`src/rtl/sha_pkg.sv`:
```
package sha_pkg;

  // source of the byte written into the block
  typedef enum logic [1:0] {
    BYTE_IN,
    BYTE_PAD80,
    BYTE_ZERO,
    BYTE_LEN
  } byte_sel_t;

  // commands from controller to datapath
  typedef struct packed {
    logic      wr_byte;
    byte_sel_t sel;
    logic      count;
    logic      start;
    logic      round;
    logic [5:0] rnd;
    logic      finish;
    logic [2:0] out_idx;
    logic      clear;
  } sha_cmd_t;

  // status from datapath to controller
  typedef struct packed {
    logic [5:0] pos;
  } sha_stat_t;

  localparam logic [7:0] PAD_BYTE = 8'h80;
  localparam logic [5:0] LEN_POS  = 6'd56;
  localparam logic [5:0] LAST_POS = 6'd63;
  localparam logic [5:0] LAST_RND = 6'd63;
  localparam logic [2:0] LAST_IDX = 3'd7;

  localparam logic [31:0] SHA_IV [0:7] = '{
    32'h6a09e667, 32'hbb67ae85, 32'h3c6ef372, 32'ha54ff53a,
    32'h510e527f, 32'h9b05688c, 32'h1f83d9ab, 32'h5be0cd19
  };

  // round constants
  function automatic logic [31:0] sha_k(input logic [5:0] idx);
    logic [31:0] k;
    case (idx)
      6'd0:  k = 32'h428a2f98;  6'd1:  k = 32'h71374491;
      6'd2:  k = 32'hb5c0fbcf;  6'd3:  k = 32'he9b5dba5;
      6'd4:  k = 32'h3956c25b;  6'd5:  k = 32'h59f111f1;
      6'd6:  k = 32'h923f82a4;  6'd7:  k = 32'hab1c5ed5;
      6'd8:  k = 32'hd807aa98;  6'd9:  k = 32'h12835b01;
      6'd10: k = 32'h243185be;  6'd11: k = 32'h550c7dc3;
      6'd12: k = 32'h72be5d74;  6'd13: k = 32'h80deb1fe;
      6'd14: k = 32'h9bdc06a7;  6'd15: k = 32'hc19bf174;
      6'd16: k = 32'he49b69c1;  6'd17: k = 32'hefbe4786;
      6'd18: k = 32'h0fc19dc6;  6'd19: k = 32'h240ca1cc;
      6'd20: k = 32'h2de92c6f;  6'd21: k = 32'h4a7484aa;
      6'd22: k = 32'h5cb0a9dc;  6'd23: k = 32'h76f988da;
      6'd24: k = 32'h983e5152;  6'd25: k = 32'ha831c66d;
      6'd26: k = 32'hb00327c8;  6'd27: k = 32'hbf597fc7;
      6'd28: k = 32'hc6e00bf3;  6'd29: k = 32'hd5a79147;
      6'd30: k = 32'h06ca6351;  6'd31: k = 32'h14292967;
      6'd32: k = 32'h27b70a85;  6'd33: k = 32'h2e1b2138;
      6'd34: k = 32'h4d2c6dfc;  6'd35: k = 32'h53380d13;
      6'd36: k = 32'h650a7354;  6'd37: k = 32'h766a0abb;
      6'd38: k = 32'h81c2c92e;  6'd39: k = 32'h92722c85;
      6'd40: k = 32'ha2bfe8a1;  6'd41: k = 32'ha81a664b;
      6'd42: k = 32'hc24b8b70;  6'd43: k = 32'hc76c51a3;
      6'd44: k = 32'hd192e819;  6'd45: k = 32'hd6990624;
      6'd46: k = 32'hf40e3585;  6'd47: k = 32'h106aa070;
      6'd48: k = 32'h19a4c116;  6'd49: k = 32'h1e376c08;
      6'd50: k = 32'h2748774c;  6'd51: k = 32'h34b0bcb5;
      6'd52: k = 32'h391c0cb3;  6'd53: k = 32'h4ed8aa4a;
      6'd54: k = 32'h5b9cca4f;  6'd55: k = 32'h682e6ff3;
      6'd56: k = 32'h748f82ee;  6'd57: k = 32'h78a5636f;
      6'd58: k = 32'h84c87814;  6'd59: k = 32'h8cc70208;
      6'd60: k = 32'h90befffa;  6'd61: k = 32'ha4506ceb;
      6'd62: k = 32'hbef9a3f7;  6'd63: k = 32'hc67178f2;
      default: k = 32'h0;
    endcase
    return k;
  endfunction

endpackage

```
`src/rtl/sha_ctrl.sv`:
```
module sha_ctrl
  import sha_pkg::*;
(
  input  logic       clk,
  input  logic       rst_n,
  input  logic       in_tvalid,
  input  logic       in_has_byte,
  input  logic       in_eom,
  output logic       in_tready,
  output logic       out_tvalid,
  input  logic       out_tready,
  output logic [2:0] out_idx,
  output logic       out_last,
  input  sha_stat_t  stat,
  output sha_cmd_t   cmd
);

  typedef enum logic [2:0] {
    S_IN,
    S_COMP,
    S_FIN,
    S_PAD,
    S_OUT
  } state_t;

  state_t     state_r, state_nxt;
  logic [5:0] rnd_r, rnd_nxt;
  logic [2:0] idx_r, idx_nxt;
  logic       pad_r, pad_nxt;
  logic       first_r, first_nxt;
  logic       len_r, len_nxt;
  logic       done_r, done_nxt;
  logic       full;
  byte_sel_t  pad_sel;

  assign full = (stat.pos == LAST_POS);

  // padding byte choice: marker, then zeros, then length once the final block is reached
  always_comb begin
    if (first_r) begin
      pad_sel = BYTE_PAD80;
    end else if (len_r && (stat.pos >= LEN_POS)) begin
      pad_sel = BYTE_LEN;
    end else begin
      pad_sel = BYTE_ZERO;
    end
  end

  // next state and commands
  always_comb begin
    state_nxt = state_r;
    rnd_nxt   = rnd_r;
    idx_nxt   = idx_r;
    pad_nxt   = pad_r;
    first_nxt = first_r;
    len_nxt   = len_r;
    done_nxt  = done_r;
    cmd         = '0;
    cmd.sel     = BYTE_IN;
    cmd.rnd     = rnd_r;
    cmd.out_idx = idx_r;
    case (state_r)
      S_IN: begin
        if (in_tvalid) begin
          if (in_has_byte) begin
            cmd.wr_byte = 1'b1;
            cmd.count   = 1'b1;
          end
          if (in_has_byte && full) begin
            cmd.start = 1'b1;
            rnd_nxt   = '0;
            state_nxt = S_COMP;
          end else if (in_eom) begin
            state_nxt = S_PAD;
          end
          if (in_eom) begin
            pad_nxt   = 1'b1;
            first_nxt = 1'b1;
            len_nxt   = 1'b0;
            done_nxt  = 1'b0;
          end
        end
      end
      S_PAD: begin
        cmd.wr_byte = 1'b1;
        cmd.sel     = pad_sel;
        if (first_r) begin
          first_nxt = 1'b0;
          if (stat.pos < LEN_POS) begin
            len_nxt = 1'b1;
          end
        end
        if (full) begin
          cmd.start = 1'b1;
          rnd_nxt   = '0;
          state_nxt = S_COMP;
          if (pad_sel == BYTE_LEN) begin
            done_nxt = 1'b1;
          end else begin
            len_nxt = 1'b1;
          end
        end
      end
      S_COMP: begin
        cmd.round = 1'b1;
        rnd_nxt   = rnd_r + 6'd1;
        if (rnd_r == LAST_RND) begin
          state_nxt = S_FIN;
        end
      end
      S_FIN: begin
        cmd.finish = 1'b1;
        if (done_r) begin
          idx_nxt   = '0;
          state_nxt = S_OUT;
        end else if (pad_r) begin
          state_nxt = S_PAD;
        end else begin
          state_nxt = S_IN;
        end
      end
      S_OUT: begin
        if (out_tready) begin
          if (idx_r == LAST_IDX) begin
            cmd.clear = 1'b1;
            pad_nxt   = 1'b0;
            done_nxt  = 1'b0;
            len_nxt   = 1'b0;
            state_nxt = S_IN;
          end else begin
            idx_nxt = idx_r + 3'd1;
          end
        end
      end
      default: begin
        state_nxt = S_IN;
      end
    endcase
  end

  // state and control registers
  always_ff @(posedge clk) begin
    if (!rst_n) begin
      state_r <= S_IN;
      rnd_r   <= '0;
      idx_r   <= '0;
      pad_r   <= 1'b0;
      first_r <= 1'b0;
      len_r   <= 1'b0;
      done_r  <= 1'b0;
    end else begin
      state_r <= state_nxt;
      rnd_r   <= rnd_nxt;
      idx_r   <= idx_nxt;
      pad_r   <= pad_nxt;
      first_r <= first_nxt;
      len_r   <= len_nxt;
      done_r  <= done_nxt;
    end
  end

  assign in_tready  = (state_r == S_IN);
  assign out_tvalid = (state_r == S_OUT);
  assign out_idx    = idx_r;
  assign out_last   = (idx_r == LAST_IDX);

endmodule

```
`src/rtl/sha_dp.sv`:
```
module sha_dp
  import sha_pkg::*;
(
  input  logic        clk,
  input  logic        rst_n,
  input  sha_cmd_t    cmd,
  input  logic [7:0]  in_byte,
  output sha_stat_t   stat,
  output logic [31:0] out_word
);

  logic [5:0]   pos_r, pos_nxt;
  logic [63:0]  bits_r, bits_nxt;
  logic [511:0] block_r, block_nxt;
  logic [31:0]  work_r [0:7];
  logic [31:0]  work_nxt [0:7];
  logic [31:0]  chain_r [0:7];
  logic [31:0]  chain_nxt [0:7];
  logic [7:0]   wr_byte;
  logic [7:0]   len_byte;
  logic [2:0]   len_lane;
  logic [31:0]  w0, w1, w9, w14, w_new;
  logic [31:0]  big0, big1, choose, major, t1, t2;

  function automatic logic [31:0] rotr(input logic [31:0] x, input logic [4:0] n);
    logic [63:0] tmp;
    tmp = {x, x} >> n;
    return tmp[31:0];
  endfunction

  // length bytes go out most significant first
  assign len_lane = ~pos_r[2:0];
  assign len_byte = bits_r[{len_lane, 3'b000} +: 8];

  // byte source select
  always_comb begin
    case (cmd.sel)
      BYTE_IN:    wr_byte = in_byte;
      BYTE_PAD80: wr_byte = PAD_BYTE;
      BYTE_ZERO:  wr_byte = 8'h00;
      BYTE_LEN:   wr_byte = len_byte;
      default:    wr_byte = 8'h00;
    endcase
  end

  // message schedule taps, oldest word at the top
  assign w0  = block_r[511:480];
  assign w1  = block_r[479:448];
  assign w9  = block_r[223:192];
  assign w14 = block_r[63:32];
  assign w_new = (rotr(w14, 5'd17) ^ rotr(w14, 5'd19) ^ (w14 >> 10)) + w9
               + (rotr(w1, 5'd7) ^ rotr(w1, 5'd18) ^ (w1 >> 3)) + w0;

  // one compression round
  assign big1   = rotr(work_r[4], 5'd6) ^ rotr(work_r[4], 5'd11) ^ rotr(work_r[4], 5'd25);
  assign choose = (work_r[4] & work_r[5]) ^ (~work_r[4] & work_r[6]);
  assign t1     = work_r[7] + big1 + choose + sha_k(cmd.rnd) + w0;
  assign big0   = rotr(work_r[0], 5'd2) ^ rotr(work_r[0], 5'd13) ^ rotr(work_r[0], 5'd22);
  assign major  = (work_r[0] & work_r[1]) ^ (work_r[0] & work_r[2]) ^ (work_r[1] & work_r[2]);
  assign t2     = big0 + major;

  // next values
  always_comb begin
    pos_nxt   = pos_r;
    bits_nxt  = bits_r;
    block_nxt = block_r;
    for (int i = 0; i < 8; i++) begin
      work_nxt[i]  = work_r[i];
      chain_nxt[i] = chain_r[i];
    end
    if (cmd.wr_byte) begin
      block_nxt = {block_r[503:0], wr_byte};
      pos_nxt   = pos_r + 6'd1;
    end
    if (cmd.count) begin
      bits_nxt = bits_r + 64'd8;
    end
    if (cmd.start) begin
      for (int i = 0; i < 8; i++) begin
        work_nxt[i] = chain_r[i];
      end
    end
    if (cmd.round) begin
      block_nxt   = {block_r[479:0], w_new};
      work_nxt[0] = t1 + t2;
      work_nxt[1] = work_r[0];
      work_nxt[2] = work_r[1];
      work_nxt[3] = work_r[2];
      work_nxt[4] = work_r[3] + t1;
      work_nxt[5] = work_r[4];
      work_nxt[6] = work_r[5];
      work_nxt[7] = work_r[6];
    end
    if (cmd.finish) begin
      for (int i = 0; i < 8; i++) begin
        chain_nxt[i] = chain_r[i] + work_r[i];
      end
    end
    if (cmd.clear) begin
      pos_nxt  = '0;
      bits_nxt = '0;
      for (int i = 0; i < 8; i++) begin
        chain_nxt[i] = SHA_IV[i];
      end
    end
  end

  // hash state with reset values
  always_ff @(posedge clk) begin
    if (!rst_n) begin
      pos_r  <= '0;
      bits_r <= '0;
      for (int i = 0; i < 8; i++) begin
        chain_r[i] <= SHA_IV[i];
      end
    end else begin
      pos_r  <= pos_nxt;
      bits_r <= bits_nxt;
      for (int i = 0; i < 8; i++) begin
        chain_r[i] <= chain_nxt[i];
      end
    end
  end

  // block and working variables
  always_ff @(posedge clk) begin
    block_r <= block_nxt;
    for (int i = 0; i < 8; i++) begin
      work_r[i] <= work_nxt[i];
    end
  end

  assign stat.pos = pos_r;
  assign out_word = chain_r[cmd.out_idx];

endmodule

```
`src/rtl/sha256_hash_unit.sv`:
```
// SHA-256 hasher, one message byte per input request.
// Input channel: in_tdata carries the byte, in_tuser says whether it is valid,
// in_tlast marks the end of the message (with or without a byte, so an empty
// message works).
// Output channel: eight requests per message, h0 first; out_tdata holds the
// digest word and its index, out_tlast flags the eighth word.
// Throughput: one byte per cycle while a block fills; the 64th byte of a block
// starts the compression, 64 rounds on one round unit and then a fold into
// the chaining value, and in_tready stays low until the fold is done.
// After in_tlast: the padding bytes (9 to 72 bytes, marker, zeros and the
// 64-bit length) are written, each extra block (one or two) is compressed,
// then the digest words follow, one per cycle while out_tready is high.
// While the digest is shown no input is accepted, and while out_tready is
// low the word on the output holds. After the eighth word the chaining value,
// bit count and byte position return to their initial values.
// Reset (rst_n low, synchronous) loads the initial hash values and clears
// the bit count and byte position; no clearing sweep is needed.
module sha256_hash_unit
  import sha_pkg::*;
(
  input  logic        clk,
  input  logic        rst_n,
  input  logic        in_tvalid,
  output logic        in_tready,
  input  logic [7:0]  in_tdata,   // [7:0] data_byte
  input  logic        in_tuser,   // [0] has_byte
  input  logic        in_tlast,   // end_of_message
  output logic        out_tvalid,
  input  logic        out_tready,
  output logic [39:0] out_tdata,  // [31:0] digest_word, [34:32] word_index, rest zero
  output logic        out_tlast   // last_word
);

  sha_cmd_t    cmd;
  sha_stat_t   stat;
  logic [2:0]  out_idx;
  logic [31:0] out_word;

  // sequencer
  sha_ctrl u_ctrl (
    .clk         (clk),
    .rst_n       (rst_n),
    .in_tvalid   (in_tvalid),
    .in_has_byte (in_tuser),
    .in_eom      (in_tlast),
    .in_tready   (in_tready),
    .out_tvalid  (out_tvalid),
    .out_tready  (out_tready),
    .out_idx     (out_idx),
    .out_last    (out_tlast),
    .stat        (stat),
    .cmd         (cmd)
  );

  // block buffer, schedule and round unit
  sha_dp u_dp (
    .clk      (clk),
    .rst_n    (rst_n),
    .cmd      (cmd),
    .in_byte  (in_tdata),
    .stat     (stat),
    .out_word (out_word)
  );

  assign out_tdata = {5'd0, out_idx, out_word};

endmodule

```
`config.mk`:
```
export PLATFORM = sky130hd
export DESIGN_NAME = sha256_hash_unit
export DESIGN_NICKNAME = d
export VERILOG_FILES = /design/src/rtl/sha_pkg.sv /design/src/rtl/sha_ctrl.sv /design/src/rtl/sha_dp.sv /design/src/rtl/sha256_hash_unit.sv
export SDC_FILE = /design/constraint.sdc
export NUM_CORES = 2
export LEC_CHECK = 0
export ABC_AREA = 1
export BUFFER_PORTS_ARGS = -buffer_cell sky130_fd_sc_hd__buf_4
export CAP_MARGIN = 20
export CORE_MARGIN = 10
export CORE_UTILIZATION = 60
export DETAILED_ROUTE_END_ITERATION = 12
export PLACE_DENSITY = 0.75
export RECOVER_POWER = 25
export SYNTH_ARGS = -nofsm -noshare
export SYNTH_HDL_FRONTEND = slang
export SYNTH_SLANG_ARGS = --single-unit
export TNS_END_PERCENT = 100
```
`constraint.sdc`:
```
create_clock -name clk -period 28.4 [get_ports clk]
set_clock_uncertainty 0.05 [all_clocks]
set_input_delay 2.84 -clock clk [delete_from_list [all_inputs] [get_ports clk]]
set_output_delay 2.84 -clock clk [all_outputs]
set_load 0.01 [all_outputs]
```
---- Yosys cells after proc, flatten, opt, wreduce, memory -nomap -nowiden ----
Memory sizes are Yosys's and may differ from the RTL's. A register that Yosys moved wholly into a read port is not among the register bits.
Cells that the tools add are included.
storage, ports and cells
  flip-flop bits (word level) ............. 598
  RAM bits ................................ 512
  memory bits (read-only) ................. 2048
  output and inout port bits .............. 43
  memories ................................ 3
operators by class
  add/subtract/negate cells ............... 22
  magnitude comparators ................... 2
  eq/ne operators ......................... 22
  shift-type cells ........................ 1
  mux-type cells .......................... 71
  bitwise operators ....................... 27
  reduce and logical (&&, ||, !) cells .... 18
memories
  name              words  width  read ports  clocked after memory_dff  write ports  RTL line       source
  (name not given)  64     32     1           1                         0            sha_pkg.sv:43  case (idx)
  u_dp.chain_r      8      32     9           1                         8            sha_dp.sv:17   logic [31:0] chain_r [0:7];
  u_dp.work_r       8      32     8           0                         8            sha_dp.sv:15   logic [31:0] work_r [0:7];
operators with widths
  kind                                                   count
  2-to-1 mux 256 bit                                     4
  2-to-1 mux 512 bit                                     2
  adder 32 bit                                           18
  XOR 32 bit                                             9
  2-to-1 mux 32 bit                                      8
  AND 32 bit                                             5
  adder 64 x 4 -> 64 bit, second input constant          1
  indexed part select 64 x 7 -> 8 bit                    1
  2-to-1 mux 3 bit                                       13
  inverter 32 bit                                        1
  one-hot mux 8 bit (4 select lines)                     1
  XOR 32 x 22 -> 32 bit                                  1
  XOR 32 x 29 -> 32 bit                                  1
  2-to-1 mux 6 bit                                       5
  2-to-1 mux 1 bit                                       25
  one-hot mux 6 bit (3 select lines)                     1
  inequality test 2 x 1 -> 1 bit, second input constant  8
  one-hot mux 3 bit (5 select lines)                     1
  adder 6 x 1 -> 6 bit, second input constant            2
  == test 6 bit, second input constant                   2
  AND reduction 5 bit                                    2
  2-to-1 mux 2 bit                                       4
  bitwise OR 1 bit                                       8
  one-hot mux 1 bit (2 select lines)                     4
  24 further kinds                                       36

---- Longest topological paths before layout ----
  word-level depth ........................ 9
  mapped depth ............................ 35

---- Cells and area by module ----
Synthesis repeated with hierarchy kept, for this count alone.
second synthesis, totals
  cells, all modules ...................... 10481
  area total of the unflattened synthesis .. 80196.9 sq um
modules (own cells, without submodules)
  module            times used  cells an instance  area each (sq um)  seq. area each (sq um)
  sha_dp            1           10323              79169.7            29528.3
  sha_ctrl          1           152                985.9              320.3
  sha256_hash_unit  1           6                  41.3               0.0

---- Least setup slack after synthesis ----
No wires, ideal clock.
  path kind ............................... input to register
  start point ............................. input port in_tvalid
  end point ............................... register u_dp.block_r[0] (enable)
  setup time .............................. 3.676 ns
  data arrival time ....................... 11.672 ns
  path slack .............................. 13.002 ns
  stages .................................. 5
  path buffers ............................ 1
  path through ............................ nand2_1 -> inv_1 -> nand3_2 -> clkbuf_1 -> nand2_1
on the way
  word-level cells in the longest chain between the ends .. 3
ends and longest elaborated chain
  item                                RTL line                source
  start, declared                     sha256_hash_unit.sv:23  input logic in_tvalid,
  2-to-1 mux 1 bit                    sha_ctrl.sv:64          if (in_tvalid) begin
  one-hot mux 1 bit (2 select lines)  sha_ctrl.sv:62          case (state_r)
  nonzero test 2 bit (no line)        --
  end signal, assigned                sha_dp.sv:127           block_r <= block_nxt;
  end, declared                       sha_dp.sv:14            logic [511:0] block_r, block_nxt;
No other way between the ends.
A chain may end at the register's enable or synchronous reset.

==> out/qor.yml <==
clocking:
  clk_latency_ns: 0.80
  cts.clk_slew.worst_paths_ns: 0.06
  cts_tree: "done"
  cts_resized: 0
  hold_buffers: 0
  cts_sinks: 1142
  cts_buffers: 131
  post_cts_buffers: 0
  cts.path.max_buffers: 3
  htree_levels: 4
  clockRootBuffer: "clkbuf_16"
critical_path:
  path_class: "register to register"
  cp-end-kind: "register"
  crit_required_ns: 28.92
  crit_arrival_ns: 16.57
  crit_slowest_cell: "clkbuf_1"
  critPathMaxStageDelay_ns: 5.61
  cp_max_fo: 196
  start_kind: "register"
  crit_chain: "nor2_1, inv_1, nor2_1, clkinvlp_2, clkbuf_1, clkbuf_1, nand2_1, o21ai_0"
timing:
  hold_viol_final: 0
  tightest_slew_ns: 7.46
  setup_tns_ns: 0
  slew_headroom: -3.97
  fin_crit_sh: 0.565
  drv_slew: 1084
  rsz0062_at_grt: "false"
  setup_viol: 0
  clock.fmax_mhz: 62.3
  fin_crit_ns: 16.05
synthesis:
  synth.avg_cell_area_sq_um: 7.56
  netlist_area_sq_mm: 0.0816
  yosysSeqAreaShare: 0.375
  yosys.area.top_type_share: 0.283
  ys_warn_count: 0
  synthTopCellsByArea: "edfxtp_1 (28%), nand2_1 (11%), dfxtp_1 (9.2%), o21ai_0 (7.9%), inv_1 (6.7%)"
  ys_types: 60
  syn_inst: 10800
  synth_edf_count: 768
  ys.flop_type: "edfxtp_1"
  synth_area_leader_cell: "edfxtp_1"
  ys_seq_elements: 1142
  async_flop_share: 0
route:
  wl_per_cell_um: 24.6
  vias: 77600
  viasPerCell: 6.23
  ant_nets: 0
  wl_mm: 306
  drc: 0
  drtIter0Drc: 11100
  dr.pass1.iters: 9
grt:
  grt_max_degree: 247
  grt_pass1_vias: 72800
  grt_pass1_wl_mm: 452
  antenna_found_initial: 8
  grtUsageTotal: 0.391
  grt_overflow: 0
floorplanning:
  die_w_um: 389
  fp.dieH_um: 389
  fp-row-count: 135
  pin_count: 57
  coreArea_sq_mm: 0.135
  die_area_sq_mm: 0.151
  initial_core_util: 0.603
outcome:
  violations: "max-capacitance violations, max-slew violations"
  outcome: "finished, violations left"
run:
  drv_cap: 11
worst_hold_path:
  hold_path.class: "register to register"
placement:
  numPortBuffers: 51
  hpwl_mm: 232
  gp_congestion: 1.10
finish:
  drive_gt1_frac: 0.0329
  area_growth_pct: 6.84
  nets: 11200
## layout by cell type (no fill, tap or decap), drive strengths merged, types with 76 or more instances in the layout
cell type	synthesis	final
edfxtp	768	768
nand2	2486	2486
nor3	106	106
buf	63	90
nor2	684	684
xor2	235	235
nand3	543	543
xnor2	180	180
o21bai	76	76
fa	195	195
dfxtp	374	374
ha	394	394
o21ai	1311	1311
nand4	92	92
inv	1477	1484
clkbuf	402	190
a21oi	920	920
o211ai	98	98
## routing by layer
layer / vias to the layer above / share of wire / GRT usage
met5: - / 0.00012 / 0
met1: 36400 / 0.38 / 0.513
met3: 937 / 0.12 / 0.0909
met4: 6 / 0.075 / 0.239
met2: 4826 / 0.42 / 0.583
li1: 35500 / - / -
## synth_stat cells (92+ instances only)
library cell and number:
nand2_1 2480, inv_1 1465, o21ai_0 1293, a21oi_1 917, edfxtp_1 768, nor2_1 677, nand3_1 536, clkbuf_1 402
ha_1 394, dfxtp_1 374, xor2_1 235, fa_1 195, xnor2_1 180, nor3_1 104, o211ai_1 98, nand4_1 92
## flip-flops by register name (all words and copies together), names as in the netlist, 3 cells and up, named ones only
| name | cells |
|---|---|
| u_dp.stat | 6 |
| u_dp.chain_r | 256 |
| u_dp.bits_r | 61 |
| u_dp.work_r | 256 |
| u_ctrl.out_idx | 3 |
| u_ctrl.state_r | 3 |
| u_dp.block_r | 512 |
| u_ctrl.rnd_r | 6 |
## per-stage QoR
step	worst slack, ns	util	cells	hold WS (ns)	cell area, sq um
finish	12.35	0.644	12500	0.436	87100
global route	11.58	0.644	12500	0.455	87100
detailed placement	21.27	0.612	12200	0.425	82900
CTS	20.66	0.644	12400	0.436	87200
floorplan	13.00	-	10800	0.389	81600
global placement	21.34	0.612	12200	0.398	82900
## layout make-up
cell class                 instances  area (sq um)
clock buffer                     179          3600
fill                           11800         48200
multi-input combinational       7705         43700
tap                             1781          2230
sequential                      1142         30600
antenna                            6          15.0
clock inverter                    62           721
timing repair buffer             101           800
inverter                        1480          5560
## cell families after synthesis
| family | Yosys count | share of synthesized area |
|---|---|---|
| fa+ha+maj | 590 | 0.108 |
| other cells | 1 | 0.0000460 |
| mux | 24 | 0.00299 |
| simple gates | 4002 | 0.201 |
| flops | 1142 | 0.375 |
| compound gates | 2669 | 0.177 |
| xor+xnor | 415 | 0.0446 |
| buf+inv | 1945 | 0.0906 |
## critical path: cells and delay by family, from the launching register on
family	cells	cell delay, ns
buffers and inverters	4	13.53
AND/OR/NAND/NOR	3	1.30
AO/OA/AOI/OAI	1	0.40
flip-flops	1	0.38
## final timing paths
kind	start	end	slack [ns]	cells after the start
min reg2reg	u_dp.bits_r[62]	u_dp.bits_r[62]	0.44	2
max	u_ctrl.state_r[2]	u_dp.work_r[0][13]	12.35	8
max reg2reg	u_ctrl.state_r[2]	u_dp.work_r[0][13]	12.35	8
min	u_dp.bits_r[62]	u_dp.bits_r[62]	0.44	2
Power is left out: the tool's default activity adds up to more than one toggle a clock period on the data nets, which glitch-free logic cannot reach.
